### src/design/uer_pkg.sv
// ----------------------------------------------------------------------------
// uer_pkg: shared types and constants of the ultrasonic echo ranger
// Field widths, configuration register indexes and reset values, the phase
// encoding and the reciprocal constants of the ticks-to-centimeter divide.
// ----------------------------------------------------------------------------
package uer_pkg;

   localparam int COUNT_WIDTH  = 16;
   localparam int TICKS_PER_CM = 58;

   localparam int PHASE_CNT_W = 16;
   localparam int TRIG_W      = 8;
   localparam int WIN_W       = 16;
   localparam int NEAR_W      = 8;
   localparam int DIST_W      = 8;
   localparam int DIST_MAX    = (1 << DIST_W) - 1;

   localparam int CSR_IDX_W  = 2;
   localparam int CSR_DATA_W = 16;

   localparam logic [CSR_IDX_W-1:0] CSR_TRIGGER_TICKS = 2'd0;
   localparam logic [CSR_IDX_W-1:0] CSR_WINDOW_TICKS  = 2'd1;
   localparam logic [CSR_IDX_W-1:0] CSR_NEAR_CM       = 2'd2;

   localparam logic [TRIG_W-1:0] TRIGGER_TICKS_RST = 8'd10;
   localparam logic [WIN_W-1:0]  WINDOW_TICKS_RST  = 16'd30000;
   localparam logic [NEAR_W-1:0] NEAR_CM_RST       = 8'd30;

   // distance = width / TICKS_PER_CM through a rounded-up reciprocal
   localparam int DIV_SHIFT = 24;
   localparam int DIV_MULT  = ((1 << DIV_SHIFT) + TICKS_PER_CM - 1) / TICKS_PER_CM;
   localparam int SAT_LIMIT = (DIST_MAX + 1) * TICKS_PER_CM;
   localparam int SAT_W     = $clog2(SAT_LIMIT);
   localparam int MULT_W    = $clog2(DIV_MULT + 1);
   localparam int PROD_W    = SAT_W + MULT_W;

   typedef enum logic [2:0] {
      PH_IDLE   = 3'b001,
      PH_TRIG   = 3'b010,
      PH_LISTEN = 3'b100
   } phase_type;

   typedef struct packed {
      logic [TRIG_W-1:0] trigger_ticks;
      logic [WIN_W-1:0]  window_ticks;
      logic [NEAR_W-1:0] near_cm;
   } cfg_type;

   typedef struct packed {
      logic start_req;
      logic echo;
   } req_type;

   typedef struct packed {
      logic              trigger;
      logic              busy_res;
      logic              done_res;
      logic [DIST_W-1:0] distance_cm;
      logic              near;
   } rsp_type;

endpackage

### src/design/uer_if.sv
// ----------------------------------------------------------------------------
// uer_if: channel interfaces of the ultrasonic echo ranger
// Tick request channel, result channel and register write channel, each a
// valid/ready handshake with a source and a sink side.
// ----------------------------------------------------------------------------
interface uer_req_if;
   logic valid;
   logic ready;
   logic start_req;
   logic echo;

   modport source (output valid, output start_req, output echo, input ready);
   modport sink (input valid, input start_req, input echo, output ready);
endinterface

interface uer_rsp_if;
   logic                      valid;
   logic                      ready;
   logic                      trigger;
   logic                      busy_res;
   logic                      done_res;
   logic [uer_pkg::DIST_W-1:0] distance_cm;
   logic                      near;

   modport source (output valid, output trigger, output busy_res, output done_res,
                   output distance_cm, output near, input ready);
   modport sink (input valid, input trigger, input busy_res, input done_res,
                 input distance_cm, input near, output ready);
endinterface

interface uer_csr_if;
   logic                          valid;
   logic                          ready;
   logic [uer_pkg::CSR_IDX_W-1:0]  index;
   logic [uer_pkg::CSR_DATA_W-1:0] data;

   modport source (output valid, output index, output data, input ready);
   modport sink (input valid, input index, input data, output ready);
endinterface

### src/design/uer_csr.sv
// ----------------------------------------------------------------------------
// uer_csr: configuration registers
// Holds trigger length, window length and near threshold; one write
// transaction per cycle, unknown indexes are dropped.
// ----------------------------------------------------------------------------
module uer_csr (
   input  logic             clock,
   input  logic             reset,
   uer_csr_if.sink          csr_chan,
   output uer_pkg::cfg_type cfg
);

   uer_pkg::cfg_type cfg_ff;
   uer_pkg::cfg_type cfg_in;

   assign csr_chan.ready = 1'b1;
   assign cfg = cfg_ff;

   always_comb begin
      cfg_in = cfg_ff;
      if (csr_chan.valid) begin
         case (csr_chan.index)
            uer_pkg::CSR_TRIGGER_TICKS: cfg_in.trigger_ticks =
               csr_chan.data[uer_pkg::TRIG_W-1:0];
            uer_pkg::CSR_WINDOW_TICKS: cfg_in.window_ticks =
               csr_chan.data[uer_pkg::WIN_W-1:0];
            uer_pkg::CSR_NEAR_CM: cfg_in.near_cm = csr_chan.data[uer_pkg::NEAR_W-1:0];
            default: cfg_in = cfg_ff;
         endcase
      end
   end

   always_ff @(posedge clock) begin
      if (reset) begin
         cfg_ff.trigger_ticks <= uer_pkg::TRIGGER_TICKS_RST;
         cfg_ff.window_ticks  <= uer_pkg::WINDOW_TICKS_RST;
         cfg_ff.near_cm       <= uer_pkg::NEAR_CM_RST;
      end else begin
         cfg_ff <= cfg_in;
      end
   end

endmodule

### src/design/uer_dist.sv
// ----------------------------------------------------------------------------
// uer_dist: echo width to distance conversion
// Divides the echo width by the ticks per centimeter with a reciprocal
// multiply and saturates the distance to its field range.
// ----------------------------------------------------------------------------
module uer_dist (
   input  logic [uer_pkg::COUNT_WIDTH-1:0] width_cnt,
   output logic [uer_pkg::DIST_W-1:0]      distance
);

   localparam int ProdW = uer_pkg::PROD_W;
   localparam int SatW  = uer_pkg::SAT_W;

   logic [31:0]      width_ext;
   logic             sat;
   logic [ProdW-1:0] prod;

   assign width_ext = 32'(width_cnt);
   assign sat       = width_ext >= 32'(uer_pkg::SAT_LIMIT);
   assign prod      = ProdW'(width_ext[SatW-1:0]) * ProdW'(uer_pkg::DIV_MULT);
   assign distance  = sat ? uer_pkg::DIST_W'(uer_pkg::DIST_MAX)
                          : prod[uer_pkg::DIV_SHIFT +: uer_pkg::DIST_W];

endmodule

### src/design/uer_core.sv
// ----------------------------------------------------------------------------
// uer_core: measurement sequencer
// Trigger and listen phases, echo edge detection and width capture, and the
// distance and near flag at window close; state moves once per tick.
// ----------------------------------------------------------------------------
module uer_core (
   input  logic             clock,
   input  logic             reset,
   input  logic             adv,
   input  uer_pkg::req_type item,
   input  uer_pkg::cfg_type cfg,
   output uer_pkg::rsp_type result
);

   localparam int CountW    = uer_pkg::COUNT_WIDTH;
   localparam int PhaseCntW = uer_pkg::PHASE_CNT_W;
   localparam int DistW     = uer_pkg::DIST_W;

   uer_pkg::phase_type   phase_ff, phase_in;
   logic [PhaseCntW-1:0] phase_count_ff, phase_count_in;
   logic [CountW-1:0]    echo_width_ff, echo_width_in;
   logic                 echo_prev_ff, echo_prev_in;
   logic                 in_echo_ff, in_echo_in;
   logic [CountW-1:0]    captured_width_ff, captured_width_in;
   logic                 captured_valid_ff, captured_valid_in;
   logic [DistW-1:0]     distance_ff, distance_in;
   logic                 near_ff, near_in;

   logic                 rise;
   logic                 fall;
   logic                 done;
   logic [PhaseCntW-1:0] count_inc;
   logic [DistW-1:0]     dist_q;

   assign rise         = item.echo && !echo_prev_ff;
   assign fall         = !item.echo && echo_prev_ff;
   assign count_inc    = phase_count_ff + PhaseCntW'(1);
   assign echo_prev_in = item.echo;

   // echo pulse tracking inside the window, cleared on a start request while idle
   always_comb begin
      echo_width_in     = echo_width_ff;
      in_echo_in        = in_echo_ff;
      captured_width_in = captured_width_ff;
      captured_valid_in = captured_valid_ff;
      if (phase_ff == uer_pkg::PH_LISTEN) begin
         if (rise) begin
            echo_width_in = CountW'(1);
            in_echo_in    = 1'b1;
         end else if (fall) begin
            if (in_echo_ff) begin
               captured_width_in = echo_width_ff;
               captured_valid_in = 1'b1;
            end
            in_echo_in = 1'b0;
         end else if (in_echo_ff && item.echo && (echo_width_ff != '1)) begin
            echo_width_in = echo_width_ff + CountW'(1);
         end
      end else if (phase_ff != uer_pkg::PH_TRIG && item.start_req) begin
         echo_width_in     = '0;
         in_echo_in        = 1'b0;
         captured_valid_in = 1'b0;
      end
   end

   uer_dist u_dist (
      .width_cnt (captured_width_in),
      .distance  (dist_q)
   );

   // phase sequencing and window close
   always_comb begin
      phase_in       = phase_ff;
      phase_count_in = phase_count_ff;
      distance_in    = distance_ff;
      near_in        = near_ff;
      done           = 1'b0;
      case (phase_ff)
         uer_pkg::PH_TRIG: begin
            phase_count_in = count_inc;
            if (count_inc >= PhaseCntW'(cfg.trigger_ticks)) begin
               phase_in       = uer_pkg::PH_LISTEN;
               phase_count_in = '0;
            end
         end
         uer_pkg::PH_LISTEN: begin
            phase_count_in = count_inc;
            if (count_inc >= PhaseCntW'(cfg.window_ticks)) begin
               done           = 1'b1;
               phase_in       = uer_pkg::PH_IDLE;
               phase_count_in = '0;
               distance_in    = captured_valid_in ? dist_q : '0;
               near_in        = (distance_in != '0) && (distance_in < cfg.near_cm);
            end
         end
         default: begin
            phase_in = uer_pkg::PH_IDLE;
            if (item.start_req) begin
               phase_in       = uer_pkg::PH_TRIG;
               phase_count_in = '0;
            end
         end
      endcase
   end

   assign result.trigger     = (phase_in == uer_pkg::PH_TRIG);
   assign result.busy_res    = (phase_in == uer_pkg::PH_TRIG) ||
                               (phase_in == uer_pkg::PH_LISTEN);
   assign result.done_res    = done;
   assign result.distance_cm = distance_in;
   assign result.near        = near_in;

   always_ff @(posedge clock) begin
      if (reset) begin
         phase_ff          <= uer_pkg::PH_IDLE;
         phase_count_ff    <= '0;
         echo_width_ff     <= '0;
         echo_prev_ff      <= 1'b0;
         in_echo_ff        <= 1'b0;
         captured_width_ff <= '0;
         captured_valid_ff <= 1'b0;
         distance_ff       <= '0;
         near_ff           <= 1'b0;
      end else if (adv) begin
         phase_ff          <= phase_in;
         phase_count_ff    <= phase_count_in;
         echo_width_ff     <= echo_width_in;
         echo_prev_ff      <= echo_prev_in;
         in_echo_ff        <= in_echo_in;
         captured_width_ff <= captured_width_in;
         captured_valid_ff <= captured_valid_in;
         distance_ff       <= distance_in;
         near_ff           <= near_in;
      end
   end

   a_done_to_idle: assert property (@(posedge clock) disable iff (reset)
      adv && done |=> phase_ff == uer_pkg::PH_IDLE)
      else $error("phase not idle after window close");

   a_start_clears: assert property (@(posedge clock) disable iff (reset)
      adv && phase_ff == uer_pkg::PH_IDLE && item.start_req
      |=> phase_ff == uer_pkg::PH_TRIG && !captured_valid_ff && !in_echo_ff)
      else $error("start did not enter trigger phase with capture cleared");

   a_trig_no_capture: assert property (@(posedge clock) disable iff (reset)
      phase_ff == uer_pkg::PH_TRIG |-> !captured_valid_ff && !in_echo_ff)
      else $error("capture state set during trigger phase");

   a_near_nonzero: assert property (@(posedge clock) disable iff (reset)
      near_ff |-> distance_ff != '0)
      else $error("near flag with zero distance");

endmodule

### src/design/ultrasonic_echo_ranger.sv
// ----------------------------------------------------------------------------
// ultrasonic_echo_ranger: range controller for a trigger/echo ultrasonic sensor
// Feed one request transaction per microsecond tick on req_chan, carrying a
// start request and the sampled echo pin. Every request gives exactly one
// result transaction on rsp_chan: trigger pin level, busy, done, the last
// distance in cm (0 for no echo) and the near flag.
// Registers on csr_chan: 0 trigger length, 1 window length, 2 near
// threshold; write them only while no measurement is running.
// A request passes through one input register, then the sequencer logic with
// its divide-by-constant multiplier, then the result register. Throughput is
// one transaction per cycle while the receiver does not stall.
// When the receiver stalls, the result register holds and the input
// register takes one more request; the sequencer state only moves when a
// request passes into the result register, so nothing is lost or repeated.
// Reset returns the block to idle with cleared distance and default
// register values; no clearing pass is needed.
// ----------------------------------------------------------------------------
module ultrasonic_echo_ranger (
   input  logic     clock,
   input  logic     reset,
   uer_req_if.sink  req_chan,
   uer_rsp_if.source rsp_chan,
   uer_csr_if.sink  csr_chan
);

   uer_pkg::cfg_type cfg;
   uer_pkg::rsp_type result;

   logic             req_valid_ff, req_valid_in;
   uer_pkg::req_type req_item_ff;
   logic             rsp_valid_ff, rsp_valid_in;
   uer_pkg::rsp_type rsp_data_ff;
   logic             adv;
   logic             req_take;

   assign adv            = req_valid_ff && (!rsp_valid_ff || rsp_chan.ready);
   assign req_chan.ready = !req_valid_ff || adv;
   assign req_take       = req_chan.valid && req_chan.ready;
   assign req_valid_in   = req_take || (req_valid_ff && !adv);
   assign rsp_valid_in   = adv || (rsp_valid_ff && !rsp_chan.ready);

   uer_csr u_csr (
      .clock    (clock),
      .reset    (reset),
      .csr_chan (csr_chan),
      .cfg      (cfg)
   );

   uer_core u_core (
      .clock  (clock),
      .reset  (reset),
      .adv    (adv),
      .item   (req_item_ff),
      .cfg    (cfg),
      .result (result)
   );

   always_ff @(posedge clock) begin
      if (reset) begin
         req_valid_ff <= 1'b0;
         rsp_valid_ff <= 1'b0;
      end else begin
         req_valid_ff <= req_valid_in;
         rsp_valid_ff <= rsp_valid_in;
      end
   end

   always_ff @(posedge clock) begin
      if (req_take) begin
         req_item_ff.start_req <= req_chan.start_req;
         req_item_ff.echo      <= req_chan.echo;
      end
      if (adv) begin
         rsp_data_ff <= result;
      end
   end

   assign rsp_chan.valid       = rsp_valid_ff;
   assign rsp_chan.trigger     = rsp_data_ff.trigger;
   assign rsp_chan.busy_res    = rsp_data_ff.busy_res;
   assign rsp_chan.done_res    = rsp_data_ff.done_res;
   assign rsp_chan.distance_cm = rsp_data_ff.distance_cm;
   assign rsp_chan.near        = rsp_data_ff.near;

endmodule
### src/flat_wrapper.sv
// flat-port wrapper written by rule: the top's interface ports become plain ports
module ultrasonic_echo_ranger_flat 
  (clock, reset, req_chan_valid, req_chan_start_req, req_chan_echo, req_chan_ready, rsp_chan_valid, rsp_chan_trigger, rsp_chan_busy_res, rsp_chan_done_res, rsp_chan_distance_cm, rsp_chan_near, rsp_chan_ready, csr_chan_valid, csr_chan_index, csr_chan_data, csr_chan_ready);
  uer_req_if req_chan_i ();
  uer_rsp_if rsp_chan_i ();
  uer_csr_if csr_chan_i ();
  input  logic clock;
  input  logic reset;
  input wire logic [$bits(req_chan_i.valid)-1:0] req_chan_valid;
  input wire logic [$bits(req_chan_i.start_req)-1:0] req_chan_start_req;
  input wire logic [$bits(req_chan_i.echo)-1:0] req_chan_echo;
  output wire logic [$bits(req_chan_i.ready)-1:0] req_chan_ready;
  output wire logic [$bits(rsp_chan_i.valid)-1:0] rsp_chan_valid;
  output wire logic [$bits(rsp_chan_i.trigger)-1:0] rsp_chan_trigger;
  output wire logic [$bits(rsp_chan_i.busy_res)-1:0] rsp_chan_busy_res;
  output wire logic [$bits(rsp_chan_i.done_res)-1:0] rsp_chan_done_res;
  output wire logic [$bits(rsp_chan_i.distance_cm)-1:0] rsp_chan_distance_cm;
  output wire logic [$bits(rsp_chan_i.near)-1:0] rsp_chan_near;
  input wire logic [$bits(rsp_chan_i.ready)-1:0] rsp_chan_ready;
  input wire logic [$bits(csr_chan_i.valid)-1:0] csr_chan_valid;
  input wire logic [$bits(csr_chan_i.index)-1:0] csr_chan_index;
  input wire logic [$bits(csr_chan_i.data)-1:0] csr_chan_data;
  output wire logic [$bits(csr_chan_i.ready)-1:0] csr_chan_ready;
  assign req_chan_i.valid = req_chan_valid;
  assign req_chan_i.start_req = req_chan_start_req;
  assign req_chan_i.echo = req_chan_echo;
  assign req_chan_ready = req_chan_i.ready;
  assign rsp_chan_valid = rsp_chan_i.valid;
  assign rsp_chan_trigger = rsp_chan_i.trigger;
  assign rsp_chan_busy_res = rsp_chan_i.busy_res;
  assign rsp_chan_done_res = rsp_chan_i.done_res;
  assign rsp_chan_distance_cm = rsp_chan_i.distance_cm;
  assign rsp_chan_near = rsp_chan_i.near;
  assign rsp_chan_i.ready = rsp_chan_ready;
  assign csr_chan_i.valid = csr_chan_valid;
  assign csr_chan_i.index = csr_chan_index;
  assign csr_chan_i.data = csr_chan_data;
  assign csr_chan_ready = csr_chan_i.ready;
  ultrasonic_echo_ranger u_core (.clock(clock), .reset(reset), .req_chan(req_chan_i), .rsp_chan(rsp_chan_i), .csr_chan(csr_chan_i));
endmodule
### config.mk
export PLATFORM = sky130hd
export DESIGN_NAME = ultrasonic_echo_ranger_flat
export DESIGN_NICKNAME = d
export VERILOG_FILES = /design/src/design/uer_pkg.sv /design/src/design/uer_if.sv /design/src/design/uer_csr.sv /design/src/design/uer_dist.sv /design/src/design/uer_core.sv /design/src/design/ultrasonic_echo_ranger.sv /design/src/flat_wrapper.sv
export SDC_FILE = /design/constraint.sdc
export NUM_CORES = 1
export LEC_CHECK = 0
export BUFFER_PORTS_ARGS = -buffer_cell sky130_fd_sc_hd__buf_4
export CORE_ASPECT_RATIO = 0.75
export CORE_MARGIN = 3
export CORE_UTILIZATION = 58
export DETAILED_ROUTE_END_ITERATION = 16
export GPL_ROUTABILITY_DRIVEN = 0
export MAX_ROUTING_LAYER = met4
export PLACE_DENSITY = 0.87
export SKIP_LAST_GASP = 1
export SYNTH_ARGS = -nofsm -noshare
export SYNTH_HDL_FRONTEND = slang
export SYNTH_HIERARCHICAL = 1
export SYNTH_SLANG_ARGS = --single-unit
### constraint.sdc
create_clock -name clock -period 8.4 [get_ports clock]
set_input_delay 2.1 -clock clock [delete_from_list [all_inputs] [get_ports clock]]
set_output_delay 2.1 -clock clock [all_outputs]
set_load 0.01 [all_outputs]
==> flow_summary.ini, run 1 <==
[sta]
setup_violations = 0
min_period_ps = 8170
slew_headroom = 0.0858
drv_slew = 0
hold_viol = 0
fmax_mhz = 122
fin_ws_ps = 232
worst_pin_slew_ps = 1360
fin_crit_sh = 0.972
skew_ps = 13.4

[floorplan]
start_util = 0.607
die_w_um = 165
die-area_um2 = 20600
design.portCount = 40
die_h_um = 125
design.core.area_um2 = 18100
std_cell_rows = 42

[synth]
synth_edf_count = 14
ys.flop_type = dfxtp_1
synth_cell_types = 81
post_synth.cell_area_avg_um2 = 9.16
synth_top_area_cell = ha_1
yosysWarnings = 6
synth_commonest_cells = 196 x inv_1, 159 x ha_1, 105 x nor2_1
synth_most_common_cell = inv_1
ys_seq_elements = 111
async_flop_share = 0
netlist_instances = 1198
synth.top_cell.area_share = 0.181
synthTopCellsByArea = ha_1 18%, dfxtp_1 18%, fa_1 17%, inv_1 6.7%, mux2i_1 4.1%
synth.net_count = 1474
synth_area_um2 = 11000
seq_area_frac_synth = 0.215

[global_route]
overflow = 0
track_usage = 0.260
grt_pass1_wl_um = 42600
grt_start_max_net_pins = 103
first_global_vias = 8692
antenna_found_initial = 0

[run_status]
outcome = complete, no violations

[setup_path]
crit_fanout = 8
end_kind = register
critPathMaxStageDelay_ps = 670
r2r_cells = 28
path_class = reg2reg
cp_slowest_cell = fa_2
arrival_ps = 8280
cp.required_ps = 8510
worstSetupStartpointType = register
worst_path_most_repeated_cell = fa_1

[job]
drv_cap = 0

[power_and_ir_drop]
peakVddDrop_uv = 102
leakage_nw = 5.97
power_density_nw_per_um2 = 170

[final_layout]
nets = 1495
fillers = 1399
drive_gt1_frac = 0.0940
syn_to_final_growth_pct = 7.67
antennaDiodeCount = 0
layoutNonFillerInstCount = 1466

[clock_tree]
clock_latency_ps = 350
clockBufferDepth = 2
clk_pin_slew_ps = 80
clock_sinks = 111
cts-buffers-inserted = 9
root_buffer = clkbuf_16
cts_tree = done
htreeDepth = 3

[worst_hold_path]
hp-class = reg2reg
hold_depth = 2

[route]
drc = 0
wire_per_inst_um = 17.3
drt-initial-drc-count = 722
vias = 8559
vias_per_cell = 5.84
wirelength_um = 25400
ant_nets = 0
dr.pass1.iters = 6

[placed_design]
hpwl_um = 20100
portBuffers = 38
post-place-ws_ps = 67.2
place_inst = 1449
==> through the flow <==
stage	power, mW	TNS (ps)	util	instance area, µm²	hold slack [ps]
detailed placement	1.58	0	0.635	11500	469
floorplan	1.30	0	-	11000	448
global placement	1.53	0	0.635	11500	460
finish	2.01	0	0.654	11800	477
global route	2.18	-29.4	0.654	11800	500
CTS	1.99	0	0.650	11800	482
==> worst paths after layout <==
kind                                       end  slack (ps)                               from
max reg2reg     u_core/rsp_chan.near$_DFFE_PP_         230    u_core/req_item_ff[0]$_DFFE_PP_
max             u_core/rsp_chan.near$_DFFE_PP_         230    u_core/req_item_ff[0]$_DFFE_PP_
min          u_core/u_csr/cfg[17]$_SDFFE_PP0P_         480  u_core/u_csr/cfg[17]$_SDFFE_PP0P_
min reg2reg  u_core/u_csr/cfg[17]$_SDFFE_PP0P_         480  u_core/u_csr/cfg[17]$_SDFFE_PP0P_
==> state kept, by name (all words and copies together), names as in the netlist <==
register and cells:
u_core/u_csr/cfg 32, u_core/u_core/captured_width_ff 16, u_core/u_core/echo_width_ff 16, u_core/u_core/phase_count_ff 16
u_core/rsp_chan.distance_cm 8, u_core/u_core/distance_ff 8, u_core/u_core/phase_ff 3, u_core/req_item_ff 2
u_core/req_valid_ff 1, u_core/rsp_chan.busy_res 1, u_core/rsp_chan.done_res 1, u_core/rsp_chan.near 1
u_core/rsp_chan.trigger 1, u_core/rsp_chan.valid 1, u_core/u_core/captured_valid_ff 1, u_core/u_core/echo_prev_ff 1
u_core/u_core/in_echo_ff 1, u_core/u_core/near_ff 1
==> power by group <==
part | total (mW) | switching (mW) | internal, mW
Sequential | 0.561 | 0.00917 | 0.552
Clock | 0.414 | 0.206 | 0.208
Combinational | 1.03 | 0.606 | 0.426
Total | 2.01 | 0.820 | 1.19
==> metal layers <==
metal | global-route usage | vias to the layer above | share of wire
li1 | - | 4052 | -
met1 | 0.367 | 4112 | 0.46
met2 | 0.389 | 350 | 0.44
met3 | 0.0602 | 45 | 0.080
met4 | 0.0454 | 0 | 0.016
met5 | - | - | 0
==> final cells by class <==
type                    count  area (µm²)  share of cell area
well taps                 242         303              0.0256
clock inverters             5        46.3             0.00392
inverters                 198         743              0.0629
repair buffers             58         435              0.0368
flip-flops and latches    111        2360               0.200
clock buffers              11         233              0.0197
multi-input cells         841        7700               0.651
==> cells in the final DEF, fill, tap and decap left out, drive strengths merged, types with 11 or more instances in the layout <==
cell and n:
inv 202, ha 159, nor2 105, dfxtp 97
fa 92, nand2 66, buf 58, mux2i 45
a21oi 43, nand2b 37, nor3 28, mux2 26
o21ai 23, xnor2 21, a21o 20, o211ai 16
edfxtp 14, nand3 14, nand4 13, and2 13
clkbuf 11
==> repair_timing <==
action | 4_1_cts | 5_1_grt
hold buffers | 0 | 0
gates resized for setup | 0 | 22
endpoints found under the setup margin | 0 | 2
endpoints found under the hold margin | 0 | 0
setup buffers | 0 | 1
==> cell families after synthesis <==
kind of cell,Yosys count,synth area share
fa+ha+maj,251,0.349
other cells,1,0.000342
buf+inv,246,0.0895
mux,71,0.0677
simple gates,327,0.150
flops,111,0.215
xor+xnor,29,0.0244
compound gates,162,0.104
==> worst max-delay path: cells and delay by family (launching register included) <==
family	cells	cell delay [ps]
fa+ha+maj	8	3650
flops	1	420
mux	2	710
buf+inv	4	480
simple gates	4	750
xor+xnor	1	180
compound gates	9	1730
Note: power is estimated with default switching activity, not from simulation.
==> run 2: changes to the inputs <==
ABC_AREA = 1   (was not set)
==> flow_summary.ini, run 2 <==
[run_status]
outcome = complete, no violations

[floorplan]
die_h_um = 129
std_cell_rows = 44
die-area_um2 = 22000
start_util = 0.599
design.portCount = 40
design.core.area_um2 = 19700
die_w_um = 170

[synth]
synth_edf_count = 14
yosysWarnings = 6
seq_area_frac_synth = 0.201
synth_commonest_cells = 377 x inv_1, 344 x nand2_1, 159 x ha_1
ys_seq_elements = 111
netlist_instances = 1620
post_synth.cell_area_avg_um2 = 7.26
synth_top_area_cell = ha_1
synthTopCellsByArea = ha_1 17%, dfxtp_1 17%, fa_1 16%, inv_1 12%, nand2_1 11%
synth.top_cell.area_share = 0.169
synth.net_count = 1896
synth_area_um2 = 11800
synth_most_common_cell = inv_1
synth_cell_types = 51
ys.flop_type = dfxtp_1
async_flop_share = 0

[final_layout]
antennaDiodeCount = 0
drive_gt1_frac = 0.0827
largest_reg_flops = 32
nets = 1928
layoutNonFillerInstCount = 1910
layout_common_cells = 377 x inv_1, 344 x nand2_1, 159 x ha_1
fillers = 1568
syn_to_final_growth_pct = 6.96
final_common_cell = inv_1

[sta]
skew_ps = 7.85
slew_headroom = 0.361
worst_pin_slew_ps = 958
drv_slew = 0
fin_crit_sh = 0.889
rsz0062_at_grt = false
setup_violations = 0
fmax_mhz = 134
hold_viol = 0
min_period_ps = 7470
final.setup.tns_ps = 0

[route]
vias_per_cell = 5.45
dr.pass1.iters = 6
drt-initial-drc-count = 1048
vias = 10400
drc = 0
wire_per_inst_um = 15.0
ant_nets = 0
wirelength_um = 28600

[setup_path]
worstSetupStartpointType = register
critPathMaxStageDelay_ps = 620
path_class = reg2reg
cpLargestDelayFamily = adder cells
end_kind = register
path_buf_inv = 10
cp_slowest_cell = fa_1
crit_fanout = 28
arrival_ps = 7690
cp.required_ps = 8630

[power_and_ir_drop]
power_density_nw_per_um2 = 185
leakage_nw = 7.06
peakVddDrop_uv = 163

[clock_tree]
clock_latency_ps = 350
cts_tree = done
clockBufferDepth = 2
root_buffer = clkbuf_16
htreeDepth = 3
clk_pin_slew_ps = 80
clock_sinks = 111
postCtsSetupBuffers = 0
ctsHoldBuffers = 0
cts_resized = 0
cts-buffers-inserted = 9

[placed_design]
hpwl_um = 23200
place_inst = 1894
portBuffers = 38

[global_route]
grt_pass1_wl_um = 48000
overflow = 0
grt_start_max_net_pins = 53
antenna_found_initial = 0
track_usage = 0.276
first_global_vias = 10100

[worst_hold_path]
hp-class = reg2reg

[job]
drv_cap = 0
[run 2: cell families after synthesis]
kind of cell,Yosys count,synth area share
fa+ha+maj,251,0.326
xor+xnor,9,0.00670
simple gates,679,0.255
other cells,1,0.000319
buf+inv,420,0.143
flops,111,0.201
compound gates,149,0.0687
[run 2: power by group]
group / switching (mW) / total, mW / internal [mW] / leakage, nW
combinational: 0.855 / 1.32 / 0.467 / 5.99
sequential: 0.0122 / 0.572 / 0.560 / 0.927
clock: 0.203 / 0.438 / 0.235 / 0.146
total: 1.07 / 2.33 / 1.26 / 7.06
[run 2: stage by stage]
step	hold WS (ps)	util	total power, mW	setup WS [ps]	cell area [µm²]
3_3_place_gp	440	0.625	1.81	1250	12300
6_report	464	0.640	2.33	935	12600
5_1_grt	501	0.640	2.54	408	12600
3_5_place_dp	443	0.625	1.86	1060	12300
2_1_floorplan	429	-	1.51	1400	11800
4_1_cts	464	0.640	2.32	1020	12600
[run 2: path summary, 6_finish.rpt]
path	from	end	slack, ps	depth (start not counted)
setup / recovery	u_core/req_item_ff[0]$_DFFE_PP_	u_core/rsp_chan.near$_DFFE_PP_	930	37
hold / removal	u_core/u_csr/cfg[22]$_SDFFE_PP1P_	u_core/u_csr/cfg[22]$_SDFFE_PP1P_	460	2
setup reg to reg	u_core/req_item_ff[0]$_DFFE_PP_	u_core/rsp_chan.near$_DFFE_PP_	930	37
hold reg to reg	u_core/u_csr/cfg[22]$_SDFFE_PP1P_	u_core/u_csr/cfg[22]$_SDFFE_PP1P_	460	2
[run 2: worst min-delay path: cells and delay by family (launching register included)]
| kind | cells | cell delay, ps |
|---|---|---|
| simple gates | 2 | 100 |
| flops | 1 | 330 |
[run 2: cell type report]
class	instances	area [µm²]	share of cell area
inverter	387	1460	0.116
tap	253	317	0.0252
sequential	111	2360	0.188
clock buffer	9	225	0.0179
timing repair buffer	54	405	0.0322
multi-input combinational	1089	7740	0.615
clock inverter	7	78.8	0.00626
[run 2: metal layers]
layer / part of all wire / routed length [µm] / global-route usage / vias up
met4: 0.021 / 610 / 0.0606 / 0
met3: 0.085 / 2430 / 0.0628 / 53
met1: 0.45 / 12800 / 0.375 / 4831
li1: - / - / - / 5051
met2: 0.45 / 12800 / 0.424 / 469
met5: 0 / 0 / - / -
==> run 3: changes to the inputs <==
CORE_MARGIN = 10   (was 3)
SYNTH_HIERARCHICAL = not set   (was 1)
==> flow_summary.ini, run 3 <==
[setup_path]
rrSetupSlack_ps = 590
worstSetupStartpointType = register
r2r_cells = 31
reg2reg_to = u_core.rsp_chan.near$_DFFE_PP_
path_depth = 31
end_kind = register
arrival_ps = 7910
path_class = reg2reg
cp_slowest_cell = fa_1
cp.required_ps = 8510
crit_fanout = 15
r2r-start = u_core.req_item_ff[0]$_DFFE_PP_
critPathMaxStageDelay_ps = 620
cpLargestDelayFamily = adder cells
path_buf_inv = 6

[synth]
post_synth.cell_area_avg_um2 = 7.76
synth_edf_count = 14
synth_most_common_cell = inv_1
seq_area_frac_synth = 0.213
synth_cell_types = 54
synth_compound_area_frac = 0.134
synth_xor_area_frac = 0.0127
netlist_instances = 1427
synth.top_cell.area_share = 0.188
synthMuxAreaShare = 0
async_flop_share = 0
ys.flop_type = dfxtp_1
synth_top_family_by_area = adder cells
yosysWarnings = 0
ys_seq_elements = 111
synth_commonest_cells = 329 x inv_1, 220 x nand2_1, 166 x ha_1
synth_top_area_cell = ha_1
synth.net_count = 1707
synth_area_um2 = 11100
synthSimpleGateAreaFrac = 0.165
synth_fa_ha_area_frac = 0.348
synthTopCellsByArea = ha_1 19%, dfxtp_1 18%, fa_1 16%, inv_1 11%, nand2_1 7.5%

[route]
vias_per_cell = 5.53
dr.pass1.iters = 5
wire_per_inst_um = 15.6
vias = 9412
drc = 0
drt-initial-drc-count = 885
wirelength_um = 26500
ant_nets = 0

[sta]
drv_slew = 0
holdWs_ps = 464
slew_headroom = 0.346
worst_pin_slew_ps = 981
skew_ps = 18.4
rsz0062_at_grt = false
fmax_mhz = 128
hold_viol = 0
final.setup.tns_ps = 0
setup_violations = 0
fin_crit_sh = 0.930
min_period_ps = 7810

[floorplan]
die_w_um = 180
std_cell_rows = 43
die_h_um = 140
die-area_um2 = 25100
design.portCount = 40
design.core.area_um2 = 18600
start_util = 0.595

[power_and_ir_drop]
peakVddDrop_uv = 99.0
p_total_mw = 2.20
leakage_nw = 6.26
power_density_nw_per_um2 = 186

[worst_hold_path]
hold_depth = 2
hp-class = reg2reg
hold_path_end = u_core.u_csr.cfg[31]$_SDFFE_PP0P_
hold_path_startpoint = u_core.u_csr.cfg[31]$_SDFFE_PP0P_

[final_layout]
layout_common_cells = 327 x inv_1, 220 x nand2_1, 166 x ha_1
antennaDiodeCount = 0
final_common_cell = inv_1
nets = 1731
design_area_um2 = 11900
post-route-util = 0.637
syn_to_final_growth_pct = 7.03
drive_gt1_frac = 0.0632
largest_reg_flops = 32

[clock_tree]
cts_tree = done
clock_sinks = 111
cts-buffers-inserted = 9
clockBufferDepth = 2
htreeDepth = 3
clock_latency_ps = 360
root_buffer = clkbuf_16
clk_pin_slew_ps = 80

[run_status]
outcome = complete, no violations

[placed_design]
portBuffers = 38
hpwl_um = 21500
placed_cell_area_um2 = 11500

[job]
drv_cap = 0

[global_route]
grt_pass1_wl_um = 44800
grt_start_max_net_pins = 50
track_usage = 0.216
overflow = 0
antenna_found_initial = 0
first_global_vias = 9208
## run 3: final cells by class
class / count / area (µm²)
Clock buffer: 10 / 229
Clock inverter: 6 / 67.6
Fill cell: 1549 / 6760
Inverter: 335 / 1260
Multi-Input combinational cell: 953 / 7320
Sequential cell: 111 / 2360
Tap cell: 247 / 309
Timing Repair Buffer: 41 / 308
## run 3: through the flow
| stage | worst slack [ps] | std cells |
|---|---|---|
| 2_1_floorplan | 1340 | 1427 |
| 3_3_place_gp | 715 | 1686 |
| 3_5_place_dp | 561 | 1686 |
| 4_1_cts | 509 | 1702 |
| 5_1_grt | 31.1 | 1703 |
| 6_report | 592 | 1703 |
## run 3: layer usage
layer,share of wire,global-route usage,wire [µm]
met4,0.020,0.0521,524
met1,0.46,0.287,12200
met3,0.083,0.0479,2190
met5,0,-,0
met2,0.44,0.326,11600
## run 3: power by group
group          total [mW]  internal [mW]  leakage [nW]  switching (mW)
Combinational        1.21          0.436          5.19           0.773
Clock               0.422          0.210         0.143           0.212
Sequential          0.572          0.560         0.925          0.0113
## run 3: logic make-up (layout without fill, tap and decap cells)
logic type                 count (synthesis)  count (layout)
AOI/OAI and AO/OA                        262             262
xor gates and xnor gates                  16              16
adders and majority gates                255             255
buffers and inverters                    364             392
DFF                                      111             111
other                                      1               1
and+or+nand+nor                          418             419
## run 3: timing repair
item	4_1_cts	5_1_grt
hold buffers	0	0
setup endpoints to repair	0	2
resized for setup	0	4
setup buffers	0	0
## run 3: how the worst max path moves through the flow
| stage | from | to | slack [ps] |
|---|---|---|---|
| after global routing | u_core.req_item_ff[0]$_DFFE_PP_ | u_core.rsp_chan.near$_DFFE_PP_ | 30 |
| after floorplan | u_core.req_item_ff[0]$_DFFE_PP_ | u_core.rsp_chan.near$_DFFE_PP_ | 1340 |
| final | u_core.req_item_ff[0]$_DFFE_PP_ | u_core.rsp_chan.near$_DFFE_PP_ | 590 |
| after CTS | u_core.req_item_ff[0]$_DFFE_PP_ | u_core.u_core.near_ff$_SDFFE_PP0P_ | 510 |
| after detailed placement | u_core.req_item_ff[0]$_DFFE_PP_ | u_core.u_core.near_ff$_SDFFE_PP0P_ | 560 |
| after global placement | u_core.req_item_ff[0]$_DFFE_PP_ | u_core.rsp_chan.near$_DFFE_PP_ | 720 |
## run 3: worst register-to-register path: cells and delay by family, from the launching register on
family          cells  cell delay [ps]
compound gates      7             1180
fa+ha+maj           9             3960
buf+inv             6              730
flops               1              450
simple gates        9             1260
